`src/design/rpc_pkg.sv`:
```
// Shared types, constants and helpers of the rectangular/polar converter.
// Holds the arctangent table in degrees scaled by 2^24 and the inverse gain.
// Depends on nothing; used by every module of the block.
package rpc_pkg;

  localparam int unsigned TABLE_LEN  = 24;
  localparam int unsigned GUARD_BITS = 8;
  localparam int unsigned ANGLE_BITS = 24;
  // Datapath width for the CORDIC registers (x, y carry 32+8 bits plus growth).
  localparam int unsigned DW = 44;
  // Angle accumulator width: 180 deg << 24 plus margin.
  localparam int unsigned AW = 36;
  localparam logic [31:0] INV_GAIN_Q32 = 32'd2608131495;

  typedef enum logic [1:0] {
    ACT_RECT  = 2'd0,
    ACT_POLAR = 2'd1,
    ACT_BAD2  = 2'd2,
    ACT_BAD3  = 2'd3
  } action_t;

  // Side information carried alongside the CORDIC stages.
  typedef struct packed {
    logic               is_rect;
    logic               is_polar;
    logic               is_zero;
    logic               flip;
    logic signed [31:0] first_value;
    logic signed [31:0] second_value;
  } side_t;

  function automatic logic signed [AW-1:0] atan_entry(input logic [4:0] idx);
    logic signed [AW-1:0] v;
    begin
      case (idx)
        5'd0:  v = 36'sd754974720;
        5'd1:  v = 36'sd445687602;
        5'd2:  v = 36'sd235489088;
        5'd3:  v = 36'sd119537938;
        5'd4:  v = 36'sd60000934;
        5'd5:  v = 36'sd30029717;
        5'd6:  v = 36'sd15018523;
        5'd7:  v = 36'sd7509720;
        5'd8:  v = 36'sd3754917;
        5'd9:  v = 36'sd1877466;
        5'd10: v = 36'sd938734;
        5'd11: v = 36'sd469367;
        5'd12: v = 36'sd234684;
        5'd13: v = 36'sd117342;
        5'd14: v = 36'sd58671;
        5'd15: v = 36'sd29335;
        5'd16: v = 36'sd14668;
        5'd17: v = 36'sd7334;
        5'd18: v = 36'sd3667;
        5'd19: v = 36'sd1833;
        5'd20: v = 36'sd917;
        5'd21: v = 36'sd458;
        5'd22: v = 36'sd229;
        5'd23: v = 36'sd115;
        default: v = '0;
      endcase
      return v;
    end
  endfunction

  function automatic logic signed [31:0] sat32(input logic signed [DW-1:0] v);
    logic signed [31:0] r;
    begin
      if (v > $signed({{(DW-32){1'b0}}, 32'h7FFFFFFF}))
        r = 32'sh7FFFFFFF;
      else if (v < $signed({{(DW-32){1'b1}}, 32'h80000000}))
        r = 32'sh80000000;
      else
        r = v[31:0];
      return r;
    end
  endfunction

endpackage

```
`src/design/rpc_gain.sv`:
```
// Gain removal: round(|v| * INV_GAIN / 2^40) half away from zero.
// Two register stages so the multiply has a register after it.
// Depends on rpc_pkg.
module rpc_gain (
  input  logic                          clk,
  input  logic                          en,
  input  logic signed [rpc_pkg::DW-1:0] in_v,
  output logic signed [rpc_pkg::DW-1:0] out_v
);

  logic                    neg_r, neg2_r;
  logic [rpc_pkg::DW-1:0]  a_nxt;
  logic [63:0]             hi_r, lo_r;
  logic [63:0]             p;
  logic [63:0]             q;
  logic [rpc_pkg::DW-1:0]  mag_r;

  always_comb begin
    a_nxt = in_v[rpc_pkg::DW-1] ? rpc_pkg::DW'(-in_v) : rpc_pkg::DW'(in_v);
    p = hi_r + (lo_r >> 16);
    q = (p + (64'd1 << 23)) >> 24;
  end

  always_ff @(posedge clk) begin
    if (en) begin
      neg_r  <= in_v[rpc_pkg::DW-1];
      hi_r   <= 64'(a_nxt[rpc_pkg::DW-1:16]) * 64'(rpc_pkg::INV_GAIN_Q32);
      lo_r   <= 64'(a_nxt[15:0]) * 64'(rpc_pkg::INV_GAIN_Q32);
      neg2_r <= neg_r;
      mag_r  <= q[rpc_pkg::DW-1:0];
    end
  end

  assign out_v = neg2_r ? -$signed(mag_r) : $signed(mag_r);

endmodule
```
`config.mk`:
```
export PLATFORM = sky130hd
export DESIGN_NAME = rpc_gain
export DESIGN_NICKNAME = d
export VERILOG_FILES = /design/src/design/rpc_pkg.sv /design/src/design/rpc_gain.sv
export SDC_FILE = /design/constraint.sdc
export NUM_CORES = 2
export LEC_CHECK = 0
export BUFFER_PORTS_ARGS = -buffer_cell sky130_fd_sc_hd__clkbuf_2
export CAP_MARGIN = 20
export CORE_AREA = 2 2 389 276
export CTS_BUF_LIST = sky130_fd_sc_hd__clkbuf_4 sky130_fd_sc_hd__clkbuf_8 sky130_fd_sc_hd__clkbuf_16
export DETAILED_ROUTE_END_ITERATION = 7
export DIE_AREA = 0 0 391 278
export PLACE_DENSITY = 0.45
export SYNTH_ARGS = -nofsm -noshare
export SYNTH_HDL_FRONTEND = slang
export SYNTH_SLANG_ARGS = --single-unit
```
`constraint.sdc`:
```
create_clock -name clk -period 14.8 [get_ports clk]
set_input_delay 3.7 -clock clk [delete_from_list [all_inputs] [get_ports clk]]
set_output_delay 3.7 -clock clk [all_outputs]
set_load 0.02 [all_outputs]
```
==> impl_metrics.env <==
export IMPL_drtAntennaViolNets=0
export IMPL_drt_first_pass_iters=5
export IMPL_cts_resized_gates=0
export IMPL_grt_pass1_wl_um=140000
export IMPL_cts_tree="built"
export IMPL_seq_area_um2=3930
export IMPL_worstPathMaxFanout=7
export IMPL_tns_ns=0
export IMPL_synth_edff_count=131
export IMPL_min_period_ns=14.03
export IMPL_clkSinkCount=131
export IMPL_start_kind="input port"
export IMPL_yosysWarnings=0
export IMPL_antenna_found_initial=0
export IMPL_stdcell_area_um2=34200
export IMPL_cts_hold_buf=0
export IMPL_grt_max_degree=68
export IMPL_drc_errors=0
export IMPL_worstMarginPinSlew_ns=1.24
export IMPL_postSynth_asyncResetShare=0
export IMPL_cp_data_required_time_ns=15.02
export IMPL_netlist_instances=3007
export IMPL_synthesis_nets=4142
export IMPL_yosysSeqAreaShare=0.126
export IMPL_cp_slowest_cell="fa_1"
export IMPL_cts_buffer_depth=2
export IMPL_skew_ns=0.0176
export IMPL_dr_first_iter_drc_count=1469
export IMPL_reg2reg_slack_ns=10.98
export IMPL_cp_data_arrival_time_ns=14.25
export IMPL_multi_input_comb_area_um2=24100
export IMPL_clk_pin_slew_ns=0.06
export IMPL_cts_htree_levels=4
export IMPL_clk_latency_ns=0.46
export IMPL_final_common_cell="inv_1"
export IMPL_vias=20500
export IMPL_clock_tree_root_cell="clkbuf_16"
export IMPL_wl_per_cell_um=20.5
export IMPL_synth_area_um2=31300
export IMPL_rsz0062_at_grt="false"
export IMPL_cpMostUsedCell="fa_1"
export IMPL_drive_gt1_frac=0.0656
export IMPL_outcome="complete, no violations"
export IMPL_hpwl_um=84300
export IMPL_max_freq_mhz=71.3
export IMPL_hold_path_class="flop to flop"
export IMPL_end_kind="flop"
export IMPL_dpl_cell_area_um2=33700
export IMPL_fp_dieH_um=278
export IMPL_coreArea_um2=105000
export IMPL_vias_per_cell=4.55
export IMPL_io_pins=90
export IMPL_row_count=100
export IMPL_setup_viol=0
export IMPL_synth_seq_cells=131
export IMPL_max_stage_delay_ns=0.59
export IMPL_start_util=0.298
export IMPL_path_class="input port to flop"
export IMPL_cts_buffers=17
export IMPL_syn_avg_cell_area_um2=10.4
export IMPL_slew_violations=0
export IMPL_diodes=0
export IMPL_netlist_cell_type_count=67
export IMPL_layout_common_cells="inv_1 (837), fa_1 (592), ha_1 (497), xnor2_1 (147), edfxtp_1 (131)"
export IMPL_finish_net_count=4263
export IMPL_area_growth_pct=9.40
export IMPL_grt_use_total=0.175
export IMPL_grt_pass1_vias=21300
export IMPL_hold_viol_final=0
export IMPL_post_cts_setup_buffer_count=0
export IMPL_die_w_um=391
export IMPL_gp_congestion=0.982
export IMPL_grt_overflow=0
export IMPL_slew_headroom=0.171
export IMPL_die_area_um2=109000
export IMPL_synth_ff_type="edfxtp_1"
export IMPL_nFillCells=10900
export IMPL_routed_wl_um=92400
export IMPL_portBuffers=89
export IMPL_timing_final_crit_share=0.948
export IMPL_cap_violations=0
[kinds of logic after synthesis]
logic type / share of synthesized area
fa+ha+maj: 0.578
flops: 0.126
xor+xnor: 0.0543
buf+inv: 0.105
simple gates: 0.0557
mux: 0.00104
compound gates: 0.0800
[state kept, by name, summed over array words and instances, names as in the netlist]
name,count
lo_r,32
neg_r,1
neg2_r,1
hi_r,60
mag_r,37
[synth_stat cells, types with 3 or more instances]
master	instances	area, um2
a211oi_1	16	120
o211ai_1	6	45.0
a21oi_1	102	510
or3_4	3	33.8
inv_1	837	3140
o31a_1	9	78.8
or2_2	12	75.1
a31o_2	3	26.3
and4_1	3	26.3
nor4_1	9	56.3
nand2_1	91	342
nand2b_1	11	68.8
o21ai_0	62	310
xnor2_1	148	1300
nor2_1	61	229
or4_1	13	97.6
o41ai_1	15	131
nand3_1	31	155
edfxtp_1	131	3930
o21a_1	23	173
nand4_1	27	169
a21boi_0	6	45.0
fa_1	592	11900
o31ai_1	20	150
or3_1	11	68.8
or4_4	3	33.8
ha_1	497	6220
nor3_1	18	90.1
a21o_1	58	435
clkbuf_1	37	139
o21bai_1	19	143
nor2b_1	10	62.6
xor2_1	46	403
and2_1	6	37.5
and3_1	15	93.8
a311oi_1	3	26.3
a31oi_1	10	62.6
[worst max-delay path: cells and delay by family]
| kind | cells | cell delay (ns) |
|---|---|---|
| xor gates and xnor gates | 1 | 0.38 |
| muxes | 1 | 0.23 |
| adders and majority gates | 8 | 4.02 |
| and+or+nand+nor | 11 | 4.17 |
| buffers and inverters | 3 | 0.23 |
| AOI/OAI and AO/OA | 5 | 1.50 |
[per-stage QoR]
step	hold WS, ns	setup WS, ns	std cells	utilization
after floorplan	0.400	1.01	3007	-
after global placement	0.432	0.309	4483	0.320
after detailed placement	0.430	0.266	4485	0.321
after CTS	0.444	0.732	4516	0.325
after global routing	0.461	0.294	4517	0.326
final	0.450	0.766	4517	0.326
[final cells by class]
cell class,count,area share
inverter,837,0.0918
timing repair buffer,141,0.0245
tap,1377,0.0504
sequential,131,0.115
clock buffer,18,0.0127
clock inverter,13,0.00256
multi-input combinational,2000,0.703
[per-layer routing]
layer | share of wire | up-vias | track usage
met5 | 0.0011 | - | 0.00754
met4 | 0.0053 | 2 | 0.0177
met3 | 0.11 | 32 | 0.0737
met2 | 0.34 | 563 | 0.202
met1 | 0.55 | 10200 | 0.291
li1 | - | 9799 | -
[final timing paths]
kind	startpoint	endpoint	depth (start not counted)
max reg2reg	hi_r[7]	mag_r[31]	13
max	in_v[6]	hi_r[58]	29
min	neg_r	neg2_r	0
min reg2reg	neg_r	neg2_r	0
Power is left out: the tool's default activity adds up to more than one toggle a clock period on the data nets, which glitch-free logic cannot reach.
