===== src/design/rpc_pkg.sv =====
// Shared types, constants and helpers of the rectangular/polar converter.
// Holds the arctangent table in degrees scaled by 2^24 and the inverse gain.
// Depends on nothing; used by every module of the block.
package rpc_pkg;

  localparam int unsigned TABLE_LEN  = 24;
  localparam int unsigned GUARD_BITS = 8;
  localparam int unsigned ANGLE_BITS = 24;
  // Datapath width for the CORDIC registers (x, y carry 32+8 bits plus growth).
  localparam int unsigned DW = 44;
  // Angle accumulator width: 180 deg << 24 plus margin.
  localparam int unsigned AW = 36;
  localparam logic [31:0] INV_GAIN_Q32 = 32'd2608131495;

  typedef enum logic [1:0] {
    ACT_RECT  = 2'd0,
    ACT_POLAR = 2'd1,
    ACT_BAD2  = 2'd2,
    ACT_BAD3  = 2'd3
  } action_t;

  // Side information carried alongside the CORDIC stages.
  typedef struct packed {
    logic               is_rect;
    logic               is_polar;
    logic               is_zero;
    logic               flip;
    logic signed [31:0] first_value;
    logic signed [31:0] second_value;
  } side_t;

  function automatic logic signed [AW-1:0] atan_entry(input logic [4:0] idx);
    logic signed [AW-1:0] v;
    begin
      case (idx)
        5'd0:  v = 36'sd754974720;
        5'd1:  v = 36'sd445687602;
        5'd2:  v = 36'sd235489088;
        5'd3:  v = 36'sd119537938;
        5'd4:  v = 36'sd60000934;
        5'd5:  v = 36'sd30029717;
        5'd6:  v = 36'sd15018523;
        5'd7:  v = 36'sd7509720;
        5'd8:  v = 36'sd3754917;
        5'd9:  v = 36'sd1877466;
        5'd10: v = 36'sd938734;
        5'd11: v = 36'sd469367;
        5'd12: v = 36'sd234684;
        5'd13: v = 36'sd117342;
        5'd14: v = 36'sd58671;
        5'd15: v = 36'sd29335;
        5'd16: v = 36'sd14668;
        5'd17: v = 36'sd7334;
        5'd18: v = 36'sd3667;
        5'd19: v = 36'sd1833;
        5'd20: v = 36'sd917;
        5'd21: v = 36'sd458;
        5'd22: v = 36'sd229;
        5'd23: v = 36'sd115;
        default: v = '0;
      endcase
      return v;
    end
  endfunction

  function automatic logic signed [31:0] sat32(input logic signed [DW-1:0] v);
    logic signed [31:0] r;
    begin
      if (v > $signed({{(DW-32){1'b0}}, 32'h7FFFFFFF}))
        r = 32'sh7FFFFFFF;
      else if (v < $signed({{(DW-32){1'b1}}, 32'h80000000}))
        r = 32'sh80000000;
      else
        r = v[31:0];
      return r;
    end
  endfunction

endpackage


===== src/design/rpc_stage.sv =====
// One CORDIC micro-rotation stage with its pipeline register.
// Works in vectoring (rectangular) or rotation (polar) mode per word.
// Depends on rpc_pkg.
module rpc_stage #(
  parameter int unsigned STEP = 0
) (
  input  logic                          clk,
  input  logic                          rst_n,
  input  logic                          en,
  input  logic                          in_valid,
  input  logic signed [rpc_pkg::DW-1:0] in_x,
  input  logic signed [rpc_pkg::DW-1:0] in_y,
  input  logic signed [rpc_pkg::AW-1:0] in_z,
  input  rpc_pkg::side_t                in_side,
  output logic                          out_valid,
  output logic signed [rpc_pkg::DW-1:0] out_x,
  output logic signed [rpc_pkg::DW-1:0] out_y,
  output logic signed [rpc_pkg::AW-1:0] out_z,
  output rpc_pkg::side_t                out_side
);

  logic signed [rpc_pkg::DW-1:0] dx, dy, x_nxt, y_nxt;
  logic signed [rpc_pkg::AW-1:0] z_nxt, at;
  logic                          up;
  logic                          valid_r;
  logic signed [rpc_pkg::DW-1:0] x_r, y_r;
  logic signed [rpc_pkg::AW-1:0] z_r;
  rpc_pkg::side_t                side_r;

  always_comb begin
    dx = in_y >>> STEP;
    dy = in_x >>> STEP;
    at = rpc_pkg::atan_entry(5'(STEP));
    // Vectoring drives y to zero; rotation drives z to zero.
    up = in_side.is_rect ? (in_y >= 0) : (in_z < 0);
    if (up) begin
      x_nxt = in_x + dx;
      y_nxt = in_y - dy;
      z_nxt = in_z + at;
    end else begin
      x_nxt = in_x - dx;
      y_nxt = in_y + dy;
      z_nxt = in_z - at;
    end
  end

  always_ff @(posedge clk) begin
    if (!rst_n) begin
      valid_r <= 1'b0;
    end else if (en) begin
      valid_r <= in_valid;
    end
    if (en) begin
      x_r    <= x_nxt;
      y_r    <= y_nxt;
      z_r    <= z_nxt;
      side_r <= in_side;
    end
  end

  assign out_valid = valid_r;
  assign out_x     = x_r;
  assign out_y     = y_r;
  assign out_z     = z_r;
  assign out_side  = side_r;

endmodule


===== config.mk =====
export PLATFORM = sky130hd
export DESIGN_NAME = rpc_stage
export DESIGN_NICKNAME = d
export VERILOG_FILES = /design/src/design/rpc_pkg.sv /design/src/design/rpc_stage.sv
export SDC_FILE = /design/constraint.sdc
export NUM_CORES = 1
export LEC_CHECK = 0
export BUFFER_PORTS_ARGS = -buffer_cell sky130_fd_sc_hd__buf_2
export CAP_MARGIN = 10
export CORE_ASPECT_RATIO = 2
export CORE_MARGIN = 8
export CORE_UTILIZATION = 30
export DETAILED_ROUTE_END_ITERATION = 6
export GPL_ROUTABILITY_DRIVEN = 0
export GPL_TIMING_DRIVEN = 0
export HOLD_SLACK_MARGIN = 0.03
export PLACE_DENSITY = 0.61
export SLEW_MARGIN = 10
export SYNTH_ARGS = -nofsm -noshare
export SYNTH_HDL_FRONTEND = slang
export SYNTH_SLANG_ARGS = --single-unit

===== constraint.sdc =====
create_clock -name clk -period 6.9 [get_ports clk]
set_input_delay 0.69 -clock clk [delete_from_list [all_inputs] [get_ports clk]]
set_output_delay 0.69 -clock clk [all_outputs]
set_load 0.03 [all_outputs]

==> reports/metrics.cfg <==
[run_status]
status = finished clean

[hold_path]
worstHoldStart = in_side[45]
whs_endpoint = out_side[45]
hold_path_depth = 1
worstHoldPathType = in -> reg

[global_route]
overflow = 0
grt_pass1_wl_um = 83800
grt_max_degree = 113
grt.total_usage_pct = 21.0
grt_pass1_vias = 12682
antenna_found_initial = 15

[worst_setup_path]
path_class = in -> reg
reg2reg_from = out_valid
critical_path.startpoint = in_x[5]
endpoint_kind = flop
crit_fanout = 10
crit_required_ps = 7140
rr_endpoint = out_valid
r2r_slack_ps = 6300
start_kind = input port
arrival_ps = 4790
rr_worst_depth = 2

[timing]
skew_ps = 0
worstMarginPinSlew_ps = 1280
relSlewSlack_pct = 13.7
maxSlewViolCount = 0
fmax_ghz = 0.220
fin_tns_setup_ps = 0
layout_worst_path_cycle_share_pct = 65.9
holdWs_ps = 390
rsz0062_at_grt = no
layout_min_cycle_time_ps = 4550
hold_violations = 0
finalWorstSetupSlack_ps = 2350
setup_viol = 0

[synth]
seq_area_frac_synth_pct = 41.9
syn_area_um2 = 13700
ys_async_sr_fraction_pct = 0
yosys_warnings = 0
synthCells = 1442
ys_ff_latch = 192
synth.net_count = 1773
avgSynthCellArea_um2 = 9.53
synth_edf_count = 191
synth-main-ff-cell = edfxtp_1
yosysUniqueCellTypes = 75

[place]
pre_cts_ws_ps = 2110
port_buffers = 387
hpwl_um = 47400

[routing]
vias = 13255
routedWlPerCell_um = 23.9
viasPerCell = 5.45
ant_nets = 0
drc = 0
drt-total-wl_um = 58200
drt_pass1_iterations = 5
drtIter0Drc = 1324

[cells_and_area]
final_nets = 2180
final_cell_mix = buf_2 (393), edfxtp_1 (191), a21oi_1 (162), inv_1 (135), ha_1 (132)
final_common_cell = buf_2
multi_input_area_um2 = 7210
areaGrowthSynthToFinish_pct = 23.8
drive_above_1_share_pct = 23.8
seqCellArea_um2 = 5760
fill_cells = 4672

[die]
start_util_pct = 30.2
num_rows = 111
dieWidth_um = 167
dieArea_um2 = 53400
die_height_um = 319
coreArea_um2 = 45600
ios = 389

[cts]
cts_resized = 0
clkSlewWorstSetupHoldPaths_ps = 90
post_cts_buffers = 0
postCtsHoldBufs = 0
cts_buffers = 17
cts_buffer_depth = 2
cts_tree = built
root_buffer = clkbuf_16
worstSkewPairLatency_ps = 470
cts.sinks = 192
cts.htree.levels = 4

[pwr]
switching_share_pct = 40.1
combinationalPowerShare_pct = 37.0
max-vdd-ir-drop_mv = 0.156
p_sw_uw = 1610
p_int_uw = 2400
power.leakage_uw = 0.00740
pwr-share-clk_pct = 25.0
seq_power_share_pct = 38.0
power_density_nw_per_um2 = 235

[flow_run]
max-cap-violations = 0

==> power groups by stage <==
| stage | Clock (µW) | Sequential [µW] | Combinational [µW] |
|---|---|---|---|
| finish | 1000 | 1520 | 1480 |
| global placement | 0 | 1550 | 1460 |
| floorplan | 0 | 1850 | 603 |
| detailed placement | 0 | 1550 | 1460 |
| CTS | 1030 | 1530 | 1470 |
| global route | 1070 | 1540 | 1570 |
==> cells by family (layout without fill, tap and decap cells) <==
group | after synthesis | in the layout | synth area share [%]
multiplexers | 23 | 23 | 1.72
adder cells (fa/ha/maj) | 135 | 135 | 12.4
XOR/XNOR | 98 | 98 | 6.24
AO/OA/AOI/OAI | 459 | 459 | 21.0
flip-flops | 192 | 192 | 41.9
AND/OR/NAND/NOR | 329 | 329 | 11.0
other | 0 | 6 | 0
buffers and inverters | 206 | 626 | 5.71
==> worst max-delay path by stage <==
stage,endpoint,slack [ps]
finish,out_y[40],2350
global route,out_z[34],2370
CTS,out_y[40],2580
detailed placement,out_y[40],2110
global placement,out_y[40],2120
floorplan,out_x[41],3480
==> layout make-up <==
cell class | count | share of cell area (%)
multi-input combinational | 1044 | 42.3
timing repair buffer | 388 | 11.6
sequential | 192 | 33.8
buffer | 64 | 1.48
clock buffer | 18 | 2.52
inverter | 142 | 3.13
tap | 565 | 4.15
antenna | 6 | 0.0882
clock inverter | 14 | 0.875
==> metrics by stage <==
| step | cell area (µm²) | power (µW) | util (%) | cells |
|---|---|---|---|---|
| global placement | 16400 | 3010 | 36.0 | 2394 |
| CTS | 17000 | 4030 | 37.3 | 2427 |
| floorplan | 13700 | 2460 | - | 1442 |
| detailed placement | 16400 | 3010 | 36.1 | 2395 |
| global route | 17000 | 4180 | 37.3 | 2429 |
| finish | 17000 | 4010 | 37.4 | 2433 |
==> routing by layer <==
layer,track usage (%),wire (µm),vias to the layer above
li1,-,-,6022
met3,7.70,7320,113
met1,26.1,23200,6210
met4,7.41,1690,12
met2,33.1,25900,898
met5,0,74,-
==> critical path, cell delays in order <==
cell and delay [ps]:
buf_2 110, inv_1 40, ha_1 340, clkbuf_1 270, nand2b_1 140, a21oi_1 90
a311oi_1 560, nor2b_1 220, o41ai_1 1120, o2111ai_1 400, nand4_1 160, o311ai_1 190
o21ai_1 190, xnor2_1 260
==> registers in the layout, summed over array words and instances (netlist names) <==
name,count
out_side,68
out_valid,1
out_x,44
out_y,43
out_z,36
==> cell usage after synthesis, drive strengths merged (3+ instances only) <==
cell / instances / area share (%)
o22ai: 6 / 0.27
o221ai: 4 / 0.25
buf: 26 / 0.80
a31oi: 15 / 0.68
nor3: 32 / 1.2
o41ai: 3 / 0.30
a211oi: 12 / 0.69
o31a: 4 / 0.25
nand4: 22 / 1.0
o211a: 4 / 0.29
nor4: 15 / 0.68
a211o: 6 / 0.38
o311a: 3 / 0.22
o21a: 9 / 0.49
nand2b: 13 / 0.59
nor2b: 18 / 0.82
o21bai: 34 / 1.9
a21o: 20 / 1.1
clkbuf: 38 / 1.0
o31ai: 17 / 0.93
a21oi: 162 / 5.9
a41oi: 3 / 0.19
xor2: 12 / 0.76
xnor2: 86 / 5.5
o21ai: 111 / 4.1
a311oi: 3 / 0.19
inv: 138 / 3.8
nand3: 15 / 0.55
a21boi: 5 / 0.27
nor2: 117 / 3.2
nand2: 79 / 2.2
fa: 3 / 0.44
edfxtp: 191 / 42
ha: 132 / 12
and3: 3 / 0.14
clkinv: 4 / 0.11
o211ai: 10 / 0.55
a221oi: 5 / 0.45
or3: 6 / 0.27
mux2i: 21 / 1.5
o311ai: 3 / 0.25
Power figures use the tool's default switching activity.
